$ cat src/sv/svm_pkg.sv
// ----------------------------------------------------------------------------
// svm_pkg
// Shared types, opcodes, error codes and register indexes of the stack
// machine executor.
// ----------------------------------------------------------------------------
package svm_pkg;

	typedef logic [31:0] word_t;
	typedef logic signed [31:0] sword_t;
	typedef logic [4:0] opcode_t;
	typedef logic [2:0] err_t;

	// default operand stack depth
	localparam int STACK_DEPTH_DEF = 256;

	// register file layout
	localparam int NUM_REGS = 9;
	localparam logic [3:0] REG_SP = 4'd6;
	localparam logic [3:0] REG_PC = 4'd7;
	localparam logic [3:0] REG_TM = 4'd8;

	// item kinds
	localparam logic OPER_EXEC = 1'b0;
	localparam logic OPER_TICK = 1'b1;

	// opcodes
	localparam opcode_t OP_PUSH = 5'd0;
	localparam opcode_t OP_POP  = 5'd1;
	localparam opcode_t OP_PEEK = 5'd2;
	localparam opcode_t OP_ADD  = 5'd3;
	localparam opcode_t OP_SUB  = 5'd4;
	localparam opcode_t OP_MUL  = 5'd5;
	localparam opcode_t OP_DIV  = 5'd6;
	localparam opcode_t OP_SET  = 5'd7;
	localparam opcode_t OP_PSET = 5'd8;
	localparam opcode_t OP_GET  = 5'd9;
	localparam opcode_t OP_MOV  = 5'd10;
	localparam opcode_t OP_JMP  = 5'd11;
	localparam opcode_t OP_JEQ  = 5'd12;
	localparam opcode_t OP_JNE  = 5'd13;
	localparam opcode_t OP_JLT  = 5'd14;
	localparam opcode_t OP_JGT  = 5'd15;
	localparam opcode_t OP_NOP  = 5'd16;
	localparam opcode_t OP_HALT = 5'd17;

	// error codes
	localparam err_t ERR_NONE    = 3'd0;
	localparam err_t ERR_DIVZERO = 3'd1;
	localparam err_t ERR_FULL    = 3'd2;
	localparam err_t ERR_EMPTY   = 3'd3;
	localparam err_t ERR_OPCODE  = 3'd4;
	localparam err_t ERR_BADREG  = 3'd5;

endpackage

$ cat src/sv/svm_div.sv
// ----------------------------------------------------------------------------
// svm_div
// Signed 32-bit divider truncating toward zero, restoring, one quotient bit
// per cycle on magnitudes with the sign applied at the output.
// ----------------------------------------------------------------------------
module svm_div (
	input  logic           clk,
	input  logic           arst_n,
	input  logic           start,
	input  svm_pkg::word_t dividend,
	input  svm_pkg::word_t divisor,
	output logic           done,
	output svm_pkg::word_t quotient
);
	import svm_pkg::*;

	logic       busy_q;
	logic       done_q;
	logic [4:0] cnt_q;
	logic       neg_q;
	word_t      den_q;
	word_t      rem_q;
	word_t      quo_q;
	logic [32:0] trial;

	// trial subtraction of the divisor from the shifted remainder
	assign trial = {rem_q, quo_q[31]} - {1'b0, den_q};

	// control
	always_ff @(posedge clk or negedge arst_n) begin
		if (!arst_n) begin
			busy_q <= 1'b0;
			done_q <= 1'b0;
			cnt_q  <= '0;
		end else begin
			done_q <= 1'b0;
			if (start) begin
				busy_q <= 1'b1;
				cnt_q  <= 5'd31;
			end else if (busy_q) begin
				cnt_q <= cnt_q - 5'd1;
				if (cnt_q == 5'd0) begin
					busy_q <= 1'b0;
					done_q <= 1'b1;
				end
			end
		end
	end

	// datapath
	always_ff @(posedge clk) begin
		if (start) begin
			neg_q <= dividend[31] ^ divisor[31];
			den_q <= divisor[31] ? (32'd0 - divisor) : divisor;
			quo_q <= dividend[31] ? (32'd0 - dividend) : dividend;
			rem_q <= '0;
		end else if (busy_q) begin
			if (!trial[32]) begin
				rem_q <= trial[31:0];
				quo_q <= {quo_q[30:0], 1'b1};
			end else begin
				rem_q <= {rem_q[30:0], quo_q[31]};
				quo_q <= {quo_q[30:0], 1'b0};
			end
		end
	end

	assign done     = done_q;
	assign quotient = neg_q ? (32'd0 - quo_q) : quo_q;

endmodule

$ cat config.mk
export PLATFORM = sky130hd
export DESIGN_NAME = svm_div
export DESIGN_NICKNAME = d
export VERILOG_FILES = /design/src/sv/svm_pkg.sv /design/src/sv/svm_div.sv
export SDC_FILE = /design/constraint.sdc
export NUM_CORES = 1
export LEC_CHECK = 0
export ABC_AREA = 1
export BUFFER_PORTS_ARGS = -buffer_cell sky130_fd_sc_hd__buf_2
export CAP_MARGIN = 10
export CORE_MARGIN = 2
export CORE_UTILIZATION = 46
export DETAILED_ROUTE_END_ITERATION = 6
export PLACE_DENSITY = 0.67
export SLEW_MARGIN = 15
export SYNTH_ARGS = -nofsm -noshare
export SYNTH_HDL_FRONTEND = slang
export SYNTH_SLANG_ARGS = --single-unit
$ cat constraint.sdc
create_clock -name clk -period 6.6 [get_ports clk]
set_clock_uncertainty 0.2 [all_clocks]
set_input_delay 0.99 -clock clk [delete_from_list [all_inputs] [get_ports clk]]
set_output_delay 0.99 -clock clk [all_outputs]
set_load 0.03 [all_outputs]
==> Word level (Yosys, flattened, before mapping) <==
Cells that the tools add are included.
{ "word_totals": {"reg_bits": 104, "wordCells": 31} }
{ "classes": {"addsub": 5, "n_mux": 15, "n_bitwise": 1, "n_reduce_logical": 2} }
{ "op_table": {"columns": ["operator", "count"], "rows": [
  ["two-way mux 32 bit", 5],
  ["subtractor 1 x 32 -> 32 bit, first input constant", 3],
  ["subtractor 33 x 32 -> 33 bit", 1],
  ["two-way mux 31 bit", 1],
  ["two-way mux 5 bit", 2],
  ["two-way mux 1 bit", 7],
  ["logical NOT 5 bit", 1],
  ["subtractor 5 x 1 -> 5 bit, second input constant", 1],
  ["nonzero test 2 bit", 1],
  ["XOR 1 bit", 1]
]} }

==> Depth between registers and ports, before layout <==
{ "depth": {"word_depth": 4, "ltp_mapped": 18, "depth_no_buf": 17} }

==> Least setup slack after synthesis <==
No wires, ideal clock.
{ "synth_path": {"kind": "flip-flop to output port", "from": "register quo_q[0]", "to": "output quotient[28]", "t_arrival_ns": 2.084, "required_ns": 5.410, "setup_slack_ns": 3.326, "path_stages_with_launch": 10, "path_cell_list": "edfxtp_1 > inv_1 > ha_1 > nand3_1 > nor3_2 > nand2_1 > nor3_1 > nand3_1 > xor2_1 > o21ai_0"} }
{ "synth_via": {"elab_chain_cells": 2} }
{ "synth_rtl": {"columns": ["element", "line", "text"], "rows": [
  ["start, declared", "svm_div.sv:23", "word_t quo_q;"],
  ["start signal, assigned", "svm_div.sv:55", "quo_q <= dividend[31] ? (32'd0 - dividend) : dividend;"],
  ["start signal, assigned", "svm_div.sv:60", "quo_q <= {quo_q[30:0], 1'b1};"],
  ["start signal, assigned", "svm_div.sv:63", "quo_q <= {quo_q[30:0], 1'b0};"],
  ["subtractor 1 x 32 -> 32 bit", "svm_div.sv:69", "assign quotient = neg_q ? (32'd0 - quo_q) : quo_q;"],
  ["two-way mux 32 bit", "svm_div.sv:69", null],
  ["end, declared", "svm_div.sv:13", "output svm_pkg::word_t quotient"]
]} }
Every way passes these cells.

==> Worst setup path after layout <==
{ "layout_path": {"from": "register quo_q[0]", "to": "output quotient[16]"} }
Same word-level chain as after synthesis.

==> flow_summary.toml <==
[clock_tree]
postCtsSetupBuffers = 0
cts_inserted_buffers = 9
cts_tree = "done"
cts_max_level = 3
post_cts_resized = 0
ctsHoldBuffers = 0
clockRootBuffer = "clkbuf_16"
clk_pin_slew_ns = 0.08
clk_path_buf_depth = 2
cts_sinks = 104
clkLatencyLatePin_ns = 0.36

[detailed_routing]
drt-met1-wl_mm = 10.7
wl_met2_mm = 10.9
drtPass1Iterations = 5
postRouteAntennaNets = 0
drtIter0Drc = 554
wirelength_mm = 23.2
vias_per_cell = 4.84
top_layer = "met4"
drc = 0
wire_per_inst_um = 12.6
vias = 8922
wl_met3_mm = 1.15

[sta]
final-setup-viol-count = 0
fmax_mhz = 262
rsz0062_at_grt = "false"
fin_crit_sh_pct = 57.7
relSlewSlack_pct = 28.9
min_period_ns = 3.81
setup_tns_ns = 0
finalWorstSetupSlack_ns = 2.79
hold_viol = 0
slew_viol_final = 0
worst_pin_slew_ns = 1.06

[global_route]
grt_pass1_wl_mm = 38.8
grt_start_max_net_pins = 39
grt_pass1_vias = 8287
overflow = 0
grt_use_total_pct = 22.2
antenna_found_initial = 0

[synth]
synth_edf_count = 65
synth_cell_types = 40
ys_seq_area_share_pct = 29.7
async_flop_share_pct = 6.73
synth.ff_latch_count = 104
ys_warn_count = 0
syn-instance-count = 1486
avgSynthCellArea_um2 = 6.28
netlist_area_um2 = 9330
ys.flop_type = "edfxtp_1"
postSynthNetCount = 1591

[floorplanning]
placementRows = 52
start_util_pct = 46.5
die_x_um = 146
io_pins = 100
die_area_um2 = 21400
die_height_um = 146
core_area_um2 = 20000

[finish]
layout-drive-gt1-share_pct = 10.0
stdcell_count = 1844
area_delta_synth_final_pct = 10.6
num-nets-final = 1673

[pwr]
power.density_cell_area_nw_per_um2 = 181
clkPwrFrac_pct = 27.7
swShare_pct = 36.1
p_leak_uw = 0.00549
finalPower_uw = 1870
p_comb_share_pct = 29.9
p_seq_share_pct = 42.4
p_switching_uw = 673
ir_worst_vdd_v = 0.000127
power.internal_uw = 1190

[critical_path]
arrival_ns = 2.62
path_delay_family = "simple AND/OR/NAND/NOR gates"
end_kind = "output pin"
critPathMaxStageDelay_ns = 0.38
cpMostUsedCell = "nand2_1"
crit_type = "flip-flop to output pin"
cp_max_fo = 4
crit_path_start_kind = "flip-flop"
required_ns = 5.41
cp_cell_sequence = "inv_1 -> ha_1 -> nand3_1 -> nor3_2 -> nand2_1 -> nor2_1 -> nand2_1 -> or2_1 -> nand2_1 -> nand2_1 -> xor2_1 -> buf_2"
crit_buf_inv = 2
slowest_stage = "edfxtp_1"

[place]
portBuffers = 99
gp_congestion = 0.920
hpwl_mm = 18.7
post-place-cells = 1827
pre_cts_slack_ns = 2.96

[status]
outcome = "finished, final reports clean"

[hold_path]
hold_class = "primary input to async pin"

[run]
cap_viol_max_count = 0
==> cells in the mapped netlist (22+ instances only) <==
| cell type | count | area share (%) |
|---|---|---|
| ha_1 | 37 | 5.0 |
| dfxtp_1 | 32 | 6.9 |
| a21oi_1 | 27 | 1.4 |
| edfxtp_1 | 65 | 21 |
| inv_1 | 283 | 11 |
| nand2_1 | 493 | 20 |
| nor2_1 | 118 | 4.7 |
| nand4_1 | 22 | 1.5 |
| nand3_1 | 103 | 5.5 |
| nor3_1 | 28 | 1.5 |
| xor2_1 | 73 | 6.9 |
| clkbuf_1 | 23 | 0.93 |
| o21ai_0 | 61 | 3.3 |
==> logic make-up (layout without fill, tap and decap cells) <==
kind of cell    count (synthesis)  after routing  share of synthesized area (%)
simple gates                  809            809                           36.4
buf+inv                       329            416                           13.7
compound gates                113            113                           6.32
flops                         104            104                           29.7
xor+xnor                       93             93                           8.73
fa+ha+maj                      38             38                           5.18
other cells                     0              1                              0
==> layout make-up <==
cell class | count | area [µm²]
timing repair buffer | 101 | 510
inverter | 299 | 1120
clock buffer | 9 | 225
multi-input combinational | 1053 | 5290
sequential | 104 | 2770
tap | 270 | 338
antenna | 1 | 2.50
clock inverter | 7 | 56.3
fill | 2119 | 9720
==> placed cells by master, fill, tap and decap left out, drive strengths merged, types with 2 or more instances in the layout <==
cell type  netlist  routed
a31oi            3       3
clkinv           0       5
a21o             2       2
o22ai            2       2
dfxtp           32      32
or2              9       9
nand2          501     501
inv            299     300
nand3          104     104
nor4             8       8
nand4           22      22
and3             2       2
a21oi           27      27
and2             6       6
nand3b           2       2
o21ai           74      74
nor3            32      32
nor2           122     122
o31ai            2       2
xor2            73      73
dfrtp            7       7
ha              37      37
edfxtp          65      65
xnor2           20      20
buf              7     101
clkbuf          23       9
==> worst reg2reg max path, cell delays in order (launching register included) <==
cell      delay (ns)
edfxtp_1        0.42
ha_1            0.25
fa_1            0.40
inv_1           0.09
nand2_1         0.05
nand2_1         0.10
nand3_1         0.08
nand2_1         0.19
nand2_1         0.09
nand2_2         0.11
nand2_2         0.09
nand2_2         0.07
nand2_1         0.06
nand2_2         0.55
o21ai_1         0.16
==> power groups by stage <==
stage                     Sequential, µW  Combinational, µW  Clock, µW
after floorplan                      792                413          0
after global placement               805                550          0
after detailed placement             806                555          0
after CTS                            792                558        529
after global routing                 800                624        558
final                                792                557        517
==> per-stage QoR <==
step	hold WS, ns	utilization, %	area [µm²]
floorplan	0.248	-	9330
global placement	0.263	50.1	10000
detailed placement	0.265	50.1	10000
CTS	0.248	51.5	10300
global route	0.249	51.5	10300
finish	0.253	51.5	10300
==> sequential cells by signal, summed over array words and instances (netlist names) <==
name    flops
busy_q      1
cnt_q       5
den_q      32
done        1
neg_q       1
quo_q      32
rem_q      32
==> worst paths after layout <==
path                                     end  startpoint  slack [ns]  cells after the start
min in group clk                    rem_q[9]    rem_q[9]        0.28                      2
worst min register to register      rem_q[9]    rem_q[9]        0.28                      2
max in group asynchronous           cnt_q[4]      arst_n        5.79                      1
worst max register to register      quo_q[0]    den_q[0]        3.42                     14
worst max-delay path            quotient[16]    quo_q[0]        2.79                     12
worst min-delay path                  busy_q      arst_n        0.25                      1
==> per-layer routing <==
layer | track usage (%) | up-vias
met5 | 0 | -
met4 | 6.50 | 0
met3 | 2.97 | 27
met2 | 38.2 | 212
met1 | 29.3 | 3915
li1 | - | 4768
Note: power is estimated with default switching activity, not from simulation.
